===== config.mk =====
export PLATFORM = sky130hd
export DESIGN_NAME = keyword_substitution_cipher
export DESIGN_NICKNAME = d
export VERILOG_FILES = /design/src/rtl/kwsc_pkg.sv /design/src/rtl/kwsc_table.sv /design/src/rtl/kwsc_ctrl.sv /design/src/rtl/keyword_substitution_cipher.sv
export SDC_FILE = /design/constraint.sdc
export NUM_CORES = 1
export LEC_CHECK = 0
export BUFFER_PORTS_ARGS = -buffer_cell sky130_fd_sc_hd__buf_2
export CORE_MARGIN = 1
export CORE_UTILIZATION = 60
export CTS_CLUSTER_SIZE = 30
export DETAILED_ROUTE_END_ITERATION = 6
export HOLD_SLACK_MARGIN = 0.03
export PLACE_DENSITY = 0.78
export SYNTH_ARGS = -nofsm -noshare
export SYNTH_HDL_FRONTEND = slang
export SYNTH_HIERARCHICAL = 1
export SYNTH_SLANG_ARGS = --single-unit

===== constraint.sdc =====
create_clock -name clock -period 5.6 [get_ports clock]
set_input_delay 0.56 -clock clock [delete_from_list [all_inputs] [get_ports clock]]
set_output_delay 0.56 -clock clock [all_outputs]
set_load 0.01 [all_outputs]

===== src/rtl/kwsc_pkg.sv =====
`timescale 1ns / 1ps

package kwsc_pkg;

   // Number of letters in the full alphabet and the width of a letter index.
   localparam int LETTER_SLOTS = 26;
   localparam int IDX_W        = 5;
   localparam int CHAR_W       = 8;

   localparam logic [CHAR_W-1:0] CH_UPPER_A = 8'h41;
   localparam logic [CHAR_W-1:0] CH_UPPER_Z = 8'h5A;
   localparam logic [CHAR_W-1:0] CH_LOWER_A = 8'h61;
   localparam logic [CHAR_W-1:0] CH_LOWER_Z = 8'h7A;

   typedef enum logic [1:0] {
      MODE_CLEAR  = 2'd0,
      MODE_KEY    = 2'd1,
      MODE_FINISH = 2'd2,
      MODE_DATA   = 2'd3
   } mode_type;

   typedef struct packed {
      logic             valid;
      logic             upper;
      logic [IDX_W-1:0] idx;
   } letter_type;

   // Request from the sequencer to the alphabet store.
   typedef struct packed {
      logic             clear;
      logic             place;
      logic [IDX_W-1:0] idx;
   } tbl_op_type;

   // Letters at or beyond the alphabet size count as non-letters.
   function automatic letter_type letter_decode(input logic [CHAR_W-1:0] ch,
                                                input int size);
      letter_type res;
      logic [CHAR_W-1:0] off;
      res = '0;
      off = '0;
      if (ch >= CH_UPPER_A && ch <= CH_UPPER_Z) begin
         off       = ch - CH_UPPER_A;
         res.valid = 1'b1;
         res.upper = 1'b1;
      end else if (ch >= CH_LOWER_A && ch <= CH_LOWER_Z) begin
         off       = ch - CH_LOWER_A;
         res.valid = 1'b1;
      end
      res.idx = off[IDX_W-1:0];
      if (res.valid && (int'(off) >= size)) begin
         res.valid = 1'b0;
      end
      return res;
   endfunction

endpackage


===== src/rtl/kwsc_table.sv =====
`timescale 1ns / 1ps

module kwsc_table #(
   parameter int ALPHABET_SIZE = kwsc_pkg::LETTER_SLOTS
) (
   input  logic                       clock,
   input  logic                       reset,
   input  kwsc_pkg::tbl_op_type       op,
   output logic [kwsc_pkg::IDX_W-1:0] sub
);
   import kwsc_pkg::*;

   localparam int AW = $clog2(ALPHABET_SIZE);
   localparam int FW = $clog2(ALPHABET_SIZE + 1);

   logic [ALPHABET_SIZE-1:0] seen_ff;
   logic [IDX_W-1:0]         alphabet_ff [ALPHABET_SIZE];
   logic [FW-1:0]            fill_ff;
   logic                     do_place;
   logic                     has_room;

   // The place unit appends a letter only the first time it is seen.
   assign do_place = op.place && !seen_ff[op.idx[AW-1:0]];
   assign has_room = fill_ff < FW'(ALPHABET_SIZE);
   assign sub      = alphabet_ff[op.idx[AW-1:0]];

   always_ff @(posedge clock) begin
      if (reset || op.clear) begin
         seen_ff <= '0;
         fill_ff <= '0;
         for (int i = 0; i < ALPHABET_SIZE; i++) begin
            alphabet_ff[i] <= IDX_W'(i);
         end
      end else if (do_place) begin
         seen_ff[op.idx[AW-1:0]] <= 1'b1;
         if (has_room) begin
            alphabet_ff[fill_ff[AW-1:0]] <= op.idx;
            fill_ff                      <= fill_ff + 1'b1;
         end
      end
   end

endmodule


===== src/rtl/kwsc_ctrl.sv =====
`timescale 1ns / 1ps

module kwsc_ctrl #(
   parameter int ALPHABET_SIZE = kwsc_pkg::LETTER_SLOTS
) (
   input  logic                        clock,
   input  logic                        reset,
   input  logic                        req_tvalid,
   output logic                        req_tready,
   input  logic [kwsc_pkg::CHAR_W-1:0] req_tdata,
   input  logic [1:0]                  req_tuser,
   output logic                        rsp_tvalid,
   input  logic                        rsp_tready,
   output logic [kwsc_pkg::CHAR_W-1:0] rsp_tdata,
   output kwsc_pkg::tbl_op_type        op,
   input  logic [kwsc_pkg::IDX_W-1:0]  sub
);
   import kwsc_pkg::*;

   localparam int AW = $clog2(ALPHABET_SIZE);

   typedef enum logic [1:0] {
      S_IDLE = 2'b01,
      S_WALK = 2'b10
   } state_type;

   state_type         state_ff, state_in;
   logic [AW-1:0]     walk_ff, walk_in;
   logic              rsp_valid_ff, rsp_valid_in;
   logic [CHAR_W-1:0] rsp_data_ff, rsp_data_in;
   logic              accept;
   letter_type        dec;
   mode_type          mode;

   assign mode       = mode_type'(req_tuser);
   assign dec        = letter_decode(req_tdata, ALPHABET_SIZE);
   assign req_tready = (state_ff == S_IDLE) && (!rsp_valid_ff || rsp_tready);
   assign accept     = req_tvalid && req_tready;
   assign rsp_tvalid = rsp_valid_ff;
   assign rsp_tdata  = rsp_data_ff;

   always_comb begin
      state_in     = state_ff;
      walk_in      = walk_ff;
      rsp_valid_in = rsp_valid_ff && !rsp_tready;
      rsp_data_in  = rsp_data_ff;
      op           = '0;
      op.idx       = dec.idx;
      case (state_ff)
         S_IDLE: begin
            if (accept) begin
               case (mode)
                  MODE_CLEAR:  op.clear = 1'b1;
                  MODE_KEY:    op.place = dec.valid;
                  MODE_FINISH: begin
                     walk_in  = '0;
                     state_in = S_WALK;
                  end
                  MODE_DATA: begin
                     if (dec.valid) begin
                        rsp_valid_in = 1'b1;
                        rsp_data_in  = (dec.upper ? CH_UPPER_A : CH_LOWER_A)
                                       + CHAR_W'(sub);
                     end
                  end
                  default: ;
               endcase
            end
         end
         S_WALK: begin
            // One letter a cycle goes through the shared place unit.
            op.place = 1'b1;
            op.idx   = IDX_W'(walk_ff);
            walk_in  = walk_ff + 1'b1;
            if (walk_ff == AW'(ALPHABET_SIZE - 1)) begin
               state_in = S_IDLE;
            end
         end
         default: state_in = S_IDLE;
      endcase
   end

   always_ff @(posedge clock) begin
      if (reset) begin
         state_ff     <= S_IDLE;
         walk_ff      <= '0;
         rsp_valid_ff <= 1'b0;
      end else begin
         state_ff     <= state_in;
         walk_ff      <= walk_in;
         rsp_valid_ff <= rsp_valid_in;
      end
   end

   always_ff @(posedge clock) begin
      rsp_data_ff <= rsp_data_in;
   end

endmodule


===== src/rtl/keyword_substitution_cipher.sv =====
`timescale 1ns / 1ps

// Keyword substitution cipher over ASCII bytes.
// Input channel req_*: tuser carries the mode (clear, key byte, finish, data
// byte) and tdata the byte. Output channel rsp_*: one enciphered letter per
// data byte that is a letter; every other word gives no result.
// A data word's result sits in the output register from the next cycle
// until taken. A finish word runs the letter walker, which sends one
// letter a cycle through the shared place unit, so the block is busy
// until the walker has passed all ALPHABET_SIZE letters (26 by default).
// req_tready is low while the walker runs, and also while a result is held
// and rsp_tready is low, so a stalled receiver stops the input side.
// Reset and a clear word empty the key and restore the cipher alphabet to
// the identity mapping. Reset also drops any pending result; a clear word
// is only taken once a held result has left.
module keyword_substitution_cipher #(
   parameter int ALPHABET_SIZE = kwsc_pkg::LETTER_SLOTS
) (
   input  logic                        clock,
   input  logic                        reset,
   input  logic                        req_tvalid,
   output logic                        req_tready,
   input  logic [kwsc_pkg::CHAR_W-1:0] req_tdata,  // [7:0] char_in
   input  logic [1:0]                  req_tuser,  // [1:0] mode
   output logic                        rsp_tvalid,
   input  logic                        rsp_tready,
   output logic [kwsc_pkg::CHAR_W-1:0] rsp_tdata   // [7:0] char_out
);
   import kwsc_pkg::*;

   tbl_op_type       op;
   logic [IDX_W-1:0] sub;

   kwsc_ctrl #(
      .ALPHABET_SIZE(ALPHABET_SIZE)
   ) u_ctrl (
      .clock     (clock),
      .reset     (reset),
      .req_tvalid(req_tvalid),
      .req_tready(req_tready),
      .req_tdata (req_tdata),
      .req_tuser (req_tuser),
      .rsp_tvalid(rsp_tvalid),
      .rsp_tready(rsp_tready),
      .rsp_tdata (rsp_tdata),
      .op        (op),
      .sub       (sub)
   );

   kwsc_table #(
      .ALPHABET_SIZE(ALPHABET_SIZE)
   ) u_table (
      .clock(clock),
      .reset(reset),
      .op   (op),
      .sub  (sub)
   );

endmodule


==> qor.yml <==
run_status:
  status: "complete, no violations"
detailed_routing:
  drt_iter0_drc: 1123
  wirelength_um: 25660
  via_per_inst: 6.963
  ant_nets: 0
  via_count: 7186
  drc: 0
  wl_per_cell_um: 24.87
  drtPass1Iterations: 5
timing:
  fin_crit_ns: 4.718
  fmax_mhz: 211.9
  setup_viol: 0
  worst_slew_pin_slew_ns: 1.028
  report.final.hold_viol_count: 0
  skew_ns: 0.007805
  finalSetupTns_ns: 0
  period_share_pct: 84.26
  slew_viol_final: 0
  rsz0062_at_grt: "no"
  relSlewSlack_pct: 30.96
  finalWorstSetupSlack_ns: 0.8816
hold_path:
  min_path_cells: 3
  hold_class: "input port to flip-flop"
placement:
  port_buffers: 23
  placed_cells: 995
  postPlaceCellArea_mm2: 0.01039
  place.gp.congestion: 0.9045
  dp_hpwl_um: 17770
  post-place-ws_ns: 0.5063
floorplan:
  io_pins: 24
  placeableCoreArea_mm2: 0.01612
  start_util_pct: 62.24
  die_y_um: 131.3
  die_area_mm2: 0.01724
  die_x_um: 131.3
  num_rows: 46
grt:
  use_met3_pct: 8.179
  antenna_found_initial: 0
  track_usage_pct: 30.40
  grt_pass1_wl_um: 39960
  use_met2_pct: 46.60
  grt_overflow: 0
  busiest_layer: "met2"
  grt_max_degree: 44
  grt_pass1_vias: 6938
  use_met1_pct: 41.60
logic_synthesis:
  ys_types: 75
  ys_warn_count: 6
  synthFlopType: "edfxtp_1"
  syn_area_per_cell_um2: 12.76
  yosysSeqAreaShare_pct: 58.08
  syn_area_mm2: 0.01003
  ys_seq_elements: 207
  netlist_instances: 786
  synth_edf_count: 168
  async_flop_share_pct: 0
final_layout:
  finalNonFillerCells: 1032
  drive_gt1_share_pct: 17.89
  final_cell_mix: "edfxtp_1, nor2_1, nand3_1"
  seqCellArea_mm2: 0.005826
  multiInputGateArea_mm2: 0.003931
  final_cell_area_mm2: 0.01101
  antenna_cells: 0
  num-fill-cells: 1136
  area_growth_pct: 9.793
  final_common_cell: "edfxtp_1"
  fin_nets: 828
cts:
  clk_path_buf_depth: 3
  hold_buffers: 0
  clk_latency_ns: 0.50
  clk_pin_slew_worst_paths_ns: 0.06
  post_cts_resized: 0
  cts-root-buf: "clkbuf_16"
  h-tree-depth: 1
  cts_tree: "yes"
  cts_sinks: 207
  cts_setup_buffers: 0
  numCtsBuffers: 21
pwr:
  power.density_mw_per_mm2: 321.2
  peakVddDrop_mv: 0.2643
  power_leakage_uw: 0.003450
worst_setup_path:
  critical_path_class: "input port to flip-flop"
  start_kind: "input port"
  crit_fanout: 30
  worstRegToRegCells: 12
  worstSetupEndpointType: "flip-flop"
  critical_path_required_ns: 5.72
  cp.arrival_ns: 4.84
run:
  drv_cap: 0
## stage by stage
stage          hold slack [ns]  total power, uW  utilization, %
3_3_place_gp            0.4419             2234           64.44
3_5_place_dp            0.4543             2254           64.44
2_1_floorplan           0.4364             2113               -
6_report                0.4111             3537           68.33
4_1_cts                 0.3995             3537           68.33
5_1_grt                 0.4188             3641           68.33
## cells in the mapped netlist (18+ instances only)
master | number | share of area (%)
edfxtp_1 | 168 | 50
nor2_1 | 76 | 2.8
nand3_1 | 63 | 3.1
mux4_2 | 41 | 9.2
nand2_1 | 41 | 1.5
dfxtp_1 | 39 | 7.8
clkbuf_1 | 37 | 1.4
nor3_1 | 28 | 1.4
o31ai_1 | 27 | 2.0
a32o_1 | 26 | 2.6
buf_2 | 19 | 0.95
nand4_1 | 19 | 1.2
inv_1 | 18 | 0.67
## cells by family after synthesis
group / Yosys count / synth area share [%]
fa+ha+maj: 12 / 1.497
flops: 207 / 58.08
other cells: 1 / 0.03739
buf+inv: 87 / 3.842
simple gates: 298 / 15.29
mux: 53 / 10.49
compound gates: 120 / 10.06
xor+xnor: 8 / 0.6985
## area by class of cell
class                           instances  share of cell area [%]
Clock inverter                         15                  0.8863
Sequential cell                       207                   52.90
Multi-Input combinational cell        511                   35.70
Tap cell                              216                   2.454
Clock buffer                           22                   4.806
Timing Repair Buffer                   43                   2.636
Inverter                               18                  0.6136
## final timing paths
check,start,endpoint,slack (ns)
worst max-delay path,req_tdata[0],u_table/alphabet_ff[24][1],0.88
worst min-delay path,req_tuser[1],u_ctrl/rsp_tvalid,0.41
worst max register to register,u_ctrl/state_ff[0],u_table/alphabet_ff[24][1],1.33
worst min register to register,u_table/seen_ff[4],u_table/seen_ff[4],0.47
## sequential cells by signal, indices dropped and copies added, names as in the netlist
signal	count
u_ctrl/rsp_tvalid	1
u_ctrl/rsp_tdata	8
u_table/fill_ff	5
u_table/alphabet_ff	160
u_ctrl/walk_ff	5
u_table/seen_ff	26
u_ctrl/state_ff	2
## per-layer routing
layer,routed length (um),share of wire (%),vias up
li1,-,-,3099
met1,9539,37,3504
met2,11840,46,504
met3,3247,13,79
met4,1034,4.0,0
met5,0,0,-
## worst max-delay path: stages
cell and delay [ns]:
buf_2 0.17, inv_1 0.08, ha_1 0.30, or4b_4 0.26
o21ai_4 0.06, nor3_2 0.39, o21ai_2 0.22, o22ai_4 0.70
buf_4 0.39, mux2i_1 0.23, nand3_1 0.15, nand4_2 0.19
nand3_2 0.09, buf_4 0.25, o31ai_1 0.77
## power breakdown
| part | internal [uW] | switching, uW | leakage (uW) |
|---|---|---|---|
| registers | 1740 | 25.8 | 0.00184 |
| clock network | 730 | 572 | 0.000309 |
| logic | 160 | 312 | 0.00130 |
| total | 2630 | 910 | 0.00345 |
No activity file was read; power rests on OpenSTA's default activity.
